`config.mk`:
```
export PLATFORM = sky130hd
export DESIGN_NAME = rgb_to_hsv_pixel
export DESIGN_NICKNAME = d
export VERILOG_FILES = /design/src/rtl/rhp_pkg.sv /design/src/rtl/rhp_div_step.sv /design/src/rtl/rgb_to_hsv_pixel.sv
export SDC_FILE = /design/constraint.sdc
export NUM_CORES = 2
export LEC_CHECK = 0
export ABC_AREA = 1
export BUFFER_PORTS_ARGS = -buffer_cell sky130_fd_sc_hd__buf_4
export CORE_ASPECT_RATIO = 1.25
export CORE_UTILIZATION = 50
export DETAILED_ROUTE_END_ITERATION = 6
export PLACE_DENSITY = 0.72
export SLEW_MARGIN = 20
export SYNTH_ARGS = -nofsm -noshare
export SYNTH_HDL_FRONTEND = slang
export SYNTH_HIERARCHICAL = 1
export SYNTH_SLANG_ARGS = --single-unit
```
`constraint.sdc`:
```
create_clock -name i_clk -period 29.6 [get_ports i_clk]
set_clock_uncertainty 0.15 [all_clocks]
set_input_delay 8.88 -clock i_clk [delete_from_list [all_inputs] [get_ports i_clk]]
set_output_delay 8.88 -clock i_clk [all_outputs]
set_load 0.02 [all_outputs]
```
`src/rtl/rhp_pkg.sv`:
```
// Shared types and constants for the RGB to HSV pixel converter.
`timescale 1ns / 1ps

package rhp_pkg;

    localparam int PIX_W   = 8;
    localparam int OUT_W   = 16;
    localparam int DEN_W   = 11;  // 6*delta <= 1530
    localparam int QBITS   = 16;  // quotient bits per divider
    localparam int STAGES  = QBITS + 1;

    typedef struct packed {
        logic              gray;
        logic [OUT_W-1:0]  val;
        logic [DEN_W-1:0]  hue_den;
        logic [DEN_W-1:0]  hue_rem;
        logic [QBITS-1:0]  hue_q;
        logic [PIX_W-1:0]  sat_div;
        logic [PIX_W-1:0]  sat_rem;
        logic [QBITS-1:0]  sat_low;
        logic [QBITS-1:0]  sat_q;
    } t_stage;

endpackage

```
`src/rtl/rhp_div_step.sv`:
```
// One restoring-division step for both the hue and the saturation dividers.
`timescale 1ns / 1ps

module rhp_div_step (
    input  rhp_pkg::t_stage i_stage,
    output rhp_pkg::t_stage o_stage
);
    import rhp_pkg::*;

    logic [DEN_W:0] hue_shift;
    logic [PIX_W:0] sat_shift;
    logic           hue_ge;
    logic           sat_ge;

    always_comb begin
        hue_shift = {i_stage.hue_rem, 1'b0};
        sat_shift = {i_stage.sat_rem, i_stage.sat_low[QBITS-1]};
        hue_ge    = hue_shift >= {1'b0, i_stage.hue_den};
        sat_ge    = sat_shift >= {1'b0, i_stage.sat_div};

        o_stage         = i_stage;
        o_stage.hue_rem = hue_ge ? DEN_W'(hue_shift - {1'b0, i_stage.hue_den})
                                 : hue_shift[DEN_W-1:0];
        o_stage.hue_q   = {i_stage.hue_q[QBITS-2:0], hue_ge};
        o_stage.sat_rem = sat_ge ? PIX_W'(sat_shift - {1'b0, i_stage.sat_div})
                                 : sat_shift[PIX_W-1:0];
        o_stage.sat_low = {i_stage.sat_low[QBITS-2:0], 1'b0};
        o_stage.sat_q   = {i_stage.sat_q[QBITS-2:0], sat_ge};
    end

endmodule

```
`src/rtl/rgb_to_hsv_pixel.sv`:
```
// Top level of the RGB to HSV pixel converter.
`timescale 1ns / 1ps
//
// Converts a stream of 8-bit RGB pixels into 16-bit HSV fractions.
// Input channel: i_valid / o_stall with i_red, i_green, i_blue.
// Output channel: o_valid / i_stall with o_hue, o_saturation, o_brightness.
// A transaction moves on a clock edge with valid high and stall low.
// One stage finds max, min, delta, sector and the hue numerator, then
// 16 stages each produce one quotient bit of both the hue and the
// saturation divisions (restoring, one step instance per stage serves both).
// Throughput is one pixel per cycle while o_stall is low. Each stage
// holds while the stage after it is full and stalled, so empty slots
// close up and input keeps being taken while a result waits; o_stall
// rises only when every stage is full and the receiver stalls.
// Synchronous active-low reset empties the pipeline; no pixel is lost
// or repeated under stall.
//
module rgb_to_hsv_pixel (
    input  logic                       i_clk,
    input  logic                       i_rst_n,
    input  logic                       i_valid,
    output logic                       o_stall,
    input  logic [rhp_pkg::PIX_W-1:0]  i_red,
    input  logic [rhp_pkg::PIX_W-1:0]  i_green,
    input  logic [rhp_pkg::PIX_W-1:0]  i_blue,
    output logic                       o_valid,
    input  logic                       i_stall,
    output logic [rhp_pkg::OUT_W-1:0]  o_hue,
    output logic [rhp_pkg::OUT_W-1:0]  o_saturation,
    output logic [rhp_pkg::OUT_W-1:0]  o_brightness
);
    import rhp_pkg::*;

    t_stage             r_pipe  [STAGES];
    logic [STAGES-1:0]  r_valid;
    t_stage             w_step  [STAGES-1];
    logic [STAGES-1:0]  w_en;
    t_stage             n_first;

    logic [PIX_W-1:0]   mx;
    logic [PIX_W-1:0]   mn;
    logic [PIX_W-1:0]   dlt;
    logic signed [11:0] num;
    logic [23:0]        sat_num;

    // stage enable: a stage moves when empty or when its successor moves
    always_comb begin
        w_en[STAGES-1] = !r_valid[STAGES-1] || !i_stall;
        for (int k = STAGES - 2; k >= 0; k--) begin
            w_en[k] = !r_valid[k] || w_en[k+1];
        end
    end

    assign o_stall = !w_en[0];

    always_comb begin
        mx  = (i_red > i_green) ? i_red : i_green;
        mx  = (mx > i_blue) ? mx : i_blue;
        mn  = (i_red < i_green) ? i_red : i_green;
        mn  = (mn < i_blue) ? mn : i_blue;
        dlt = mx - mn;

        priority if (i_red == mx) begin
            num = 12'(signed'({4'd0, i_green})) - 12'(signed'({4'd0, i_blue}));
        end else if (i_green == mx) begin
            num = 12'(signed'({3'd0, dlt, 1'b0})) + 12'(signed'({4'd0, i_blue}))
                - 12'(signed'({4'd0, i_red}));
        end else begin
            num = 12'(signed'({2'd0, dlt, 2'b0})) + 12'(signed'({4'd0, i_red}))
                - 12'(signed'({4'd0, i_green}));
        end

        n_first.hue_den = DEN_W'(6 * {3'd0, dlt});
        if (num < 0) begin
            num = num + 12'(signed'({1'b0, n_first.hue_den}));
        end

        sat_num          = {dlt, 16'd0} - {16'd0, dlt};
        n_first.gray     = (dlt == '0);
        n_first.val      = {mx, mx};
        n_first.hue_rem  = num[DEN_W-1:0];
        n_first.hue_q    = '0;
        n_first.sat_div  = mx;
        n_first.sat_rem  = sat_num[23:16];
        n_first.sat_low  = sat_num[15:0];
        n_first.sat_q    = '0;
    end

    genvar g;
    generate
        for (g = 0; g < STAGES - 1; g++) begin : g_div
            rhp_div_step u_step (
                .i_stage (r_pipe[g]),
                .o_stage (w_step[g])
            );
        end
    endgenerate

    always_ff @(posedge i_clk) begin
        if (!i_rst_n) begin
            r_valid <= '0;
        end else begin
            if (w_en[0]) begin
                r_valid[0] <= i_valid;
            end
            for (int k = 1; k < STAGES; k++) begin
                if (w_en[k]) begin
                    r_valid[k] <= r_valid[k-1];
                end
            end
        end
    end

    always_ff @(posedge i_clk) begin
        if (w_en[0] && i_valid) begin
            r_pipe[0] <= n_first;
        end
        for (int k = 1; k < STAGES; k++) begin
            if (w_en[k] && r_valid[k-1]) begin
                r_pipe[k] <= w_step[k-1];
            end
        end
    end

    assign o_valid      = r_valid[STAGES-1];
    assign o_hue        = r_pipe[STAGES-1].gray ? '0 : r_pipe[STAGES-1].hue_q;
    assign o_saturation = r_pipe[STAGES-1].gray ? '0 : r_pipe[STAGES-1].sat_q;
    assign o_brightness = r_pipe[STAGES-1].val;

endmodule

```
* Yosys cells after proc, flatten, opt, wreduce, memory -nomap -nowiden *
Memories as Yosys holds them, arrays and structs flattened.
Index checks and enable logic that the tools add are counted.

cells by class
  add/sub/neg operators = 40
  multipliers = 1
  $lt $le $gt $ge = 37
  eq/ne operators = 2
  muxes and demuxes = 75
  reductions and logical operators = 54

operators with widths
  cell                  count
  $ge 12x11->1          16
  $mux 11               17
  $sub 11x11->11        16
  $mux 8                20
  $ge 9x8->1            16
  $sub 8x8->8           17
  $mux 1                34
  $mux 16               2
  $mux 12               2
  $sub 24x8->24         1
  $logic_not 1->1       19
  $logic_and 1x1->1     17
  $logic_or 1x1->1      17
  $eq 8x8->1            2
  $gt 8x8->1            2
  $lt 8x8->1            2
  $lt 12x1->1 const B   1
  $sub 11x8->12         1
  $add 10x8->11         1
  $add 11x11->11        1
  $sub 10x8->11         1
  $add 9x8->10          1
  $mul 2x8->10 const A  1
  $sub 8x8->9           1
  $logic_not 8->1       1

word-level totals
  bits in registers = 17
  bits in writable memories = 1,751
  input bits = 28
  output and inout port bits = 50
  word-level logic and storage cells = 227
  memories kept = 1

memory list
  name    depth  width  read ports  clocked after Yosys merged registers in  write ports  RTL line                RTL
  r_pipe  17     103    17          0                                        17           rgb_to_hsv_pixel.sv:34  t_stage r_pipe [STAGES];

* Depth between registers and ports, before layout *
  word-level depth = 21
  gate-level depth with buffers = 53
  gate-level depth less buffers = 51

* Cells and area by module *
The synthesis kept the hierarchy.

by module, submodules not included
  module                                instances  cells an instance  area an instance (µm²)  sequential area each (µm²)
  rgb_to_hsv_pixel                      1          2,536              55,185.4                49,737.7
  rhp_div_step at g_div[0].u_step ...   9          349                2,050.7                 0.0
  rhp_div_step at g_div[13].u_step ...  7          347                2,029.4                 0.0

* Worst setup path before layout *
Ideal clock, no wire load.

  path type = input to output
  from = in i_stall
  to = out o_stall
  arrival time = 11.122 ns
  data required time = 20.570 ns
  slack = 9.448 ns
  stages = 32
  path buffers = 0
  cells stage by stage = nand2_1 > nor2_1 > inv_2 > nor2_4 > inv_2 > nor2_2 > inv_2 > nor2_2 > inv_2 > nor2_2 > inv_2 > nor2_2 > inv_2 > nor2_4 > inv_2 > nor2_2 > inv_2 > nor2_2 > inv_2 > nor2_4 > inv_2 > nor2_4 > inv_2 > nor2_2 > inv_2 > nor2_2 > inv_2 > nor2_4 > inv_2 > nor2_4 > nand2_2 > inv_1

on the way
  word-level cells in the longest chain between the ends = 19

ends and longest elaborated chain
  element                         RTL line                RTL
  start: declaration              rgb_to_hsv_pixel.sv:27  input logic i_stall,
  $logic_not 1->1                 rgb_to_hsv_pixel.sv:48  w_en[STAGES-1] = !r_valid[STAGES-1] || !i_stall;
  $logic_or 1x1->1                rgb_to_hsv_pixel.sv:48
  $logic_or 1x1->1 (16 in a row)  rgb_to_hsv_pixel.sv:50  w_en[k] = !r_valid[k] || w_en[k+1];
  $logic_not 1->1                 rgb_to_hsv_pixel.sv:54  assign o_stall = !w_en[0];
  end: declaration                rgb_to_hsv_pixel.sv:22  output logic o_stall,

Every way passes these cells.

* Worst setup path after layout *
Same ends and word-level chain as after synthesis.

==> impl_results.md <==
* Status: complete, no violations
* Final design utilization at 50.3%
* WS Path Type: primary input to output port
* Io pins at 78
* Syn Area/Cell at 10.2 µm²
* Post-CTS Hold Fix Bufs at 0
* Peak VDD IR at 0.115 mV
* Crit-path slowest cell: nor2_2
* Pwr Density at 71.3 nW/µm²
* Commonest non-fill, non-tap cell in the layout: nand2_1
* Die Area at 148,000 µm²
* Syn Std Cell Area at 73,300 µm²
* Final period util at 70.7%
* Clock buffer depth at 3
* DRC at 0
* Worst skew pair latency at 0.76 ns
* Vias/cell at 4.94
* WL final at 125,000 µm
* Fmax at 47.8 MHz
* First-pass GRT wire length at 203,000 µm
* Final nets at 6,834
* Area after DPL at 68,500 µm²
* Initial antenna violation count at 0
* Vias in the first global route at 42,500
* H-tree levels at 4
* Fin. Hold Viols at 0
* Setup TNS at 0 ns
* Register area at 38,900 µm²
* Die width at 344 µm
* Core area at 145,000 µm²
* Slowest stage delay, CP at 0.16 ns
* Cell area after layout at 73,000 µm²
* Post-CTS Setup Inserts at 0
* Total GRT Usage at 17.0%
* Final Critical Period at 20.94 ns
* Initial drt markers at 2,080
* Worst-path fanout max at 3
* Final Power at 5.20 mW
* CTS root buf: clkbuf_16
* Row Count at 156
* Area growth from synthesis to layout at -0.394%
* CTS tree: built
* Port Buf Inserts at 77
* Worst endpoint required time at 20.57 ns
* Top cell by count, worst path: inv_2
* Die Y at 430 µm
* Final setup violation count at 0
* Congestion Overflow GR at 0
* Most frequent cells in the layout: 1,631 x nand2_1, 1,285 x edfxtp_1, 998 x inv_1, 589 x nand3_1, 384 x ha_1
* CTS clk-pin slew, worst paths at 0.06 ns
* P_leak at 31.4 nW
* Starting density of the core at 50.5%
* Ant diodes at 0
* Fillers at 12,500
* Largest net degree at the start of global routing at 72
* Yosys warning count at 6
* First-pass DRT Iterations at 7
* Worst hold margin at 0.249 ns
* Wire length per cell at 14.9 µm
* PostCTS Resize Cnt at 0
* Worst hold path class: flip-flop to flip-flop
* RSZ-0062 raised after global routing: no
* ANT nets after route at 0
* Slew HR at 38.5%
* Crit start category: primary input
* Area of the multi-input gates at 22,600 µm²
* Max-cap viol count at 0
* Slew Limit Fails at 0
* Arr. time, crit path at 11.91 ns
* Least-Margin Pin Slew at 0.922 ns
* Total CTS buffers at 130
* # clock sinks at 1,302
* GPL Wtd Cong at 0.929
* Critical Path End Type: output port
* Post-DP HPWL at 94,900 µm
* Total via count after detailed routing at 41,400
* Layout cell share with drive strength beyond 1 at 10.2%
* Cells after Synth at 7,180
## critical path: cells and delay by family
| family | cells | cell delay, ns |
|---|---|---|
| buf+inv | 17 | 1.13 |
| simple gates | 17 | 1.89 |
## final timing paths
check / slack [ns] / cells past startpoint / endpoint / from
worst max register to register: 25.45 / 34 / r_pipe[0][45] / r_valid[16]
worst min-delay path: 0.25 / 0 / r_pipe[0][1514] / r_pipe[0][1410]
worst min register to register: 0.25 / 0 / r_pipe[0][1514] / r_pipe[0][1410]
worst max-delay path: 8.66 / 34 / o_stall / i_stall
## per-stage QoR
stage	setup WS, ns	std cells
3_3_place_gp	8.60	8135
3_5_place_dp	8.65	8135
2_1_floorplan	9.45	7181
4_1_cts	8.64	8369
6_report	8.66	8369
5_1_grt	8.35	8369
## layer usage
| layer | GRT usage (%) | vias to the layer above | wire length [µm] |
|---|---|---|---|
| li1 | - | 20900 | - |
| met1 | 16.2 | 19300 | 45100 |
| met2 | 33.9 | 768 | 69800 |
| met3 | 2.64 | 361 | 3960 |
| met4 | 8.84 | 0 | 6000 |
| met5 | 0 | - | 0 |
## report_power, final
part | leakage [nW] | internal, mW | switching (mW) | total, mW
Clock | 2.18 | 1.02 | 0.691 | 1.71
Sequential | 11.8 | 2.13 | 0.0455 | 2.17
Combinational | 17.4 | 0.488 | 0.834 | 1.32
Total | 31.4 | 3.63 | 1.57 | 5.20
## flip-flops by register name, summed over array words and instances, names as in the netlist
name	count
r_pipe	1285
r_valid	17
## layout make-up
type / count / share of cell area (%)
tap: 1896 / 3.25
inverter: 1037 / 5.34
clock buffer: 155 / 4.79
multi-input combinational: 3806 / 31.0
timing repair buffer: 94 / 0.967
sequential: 1302 / 53.3
clock inverter: 79 / 1.34
No activity file was read; power rests on OpenSTA's default activity.
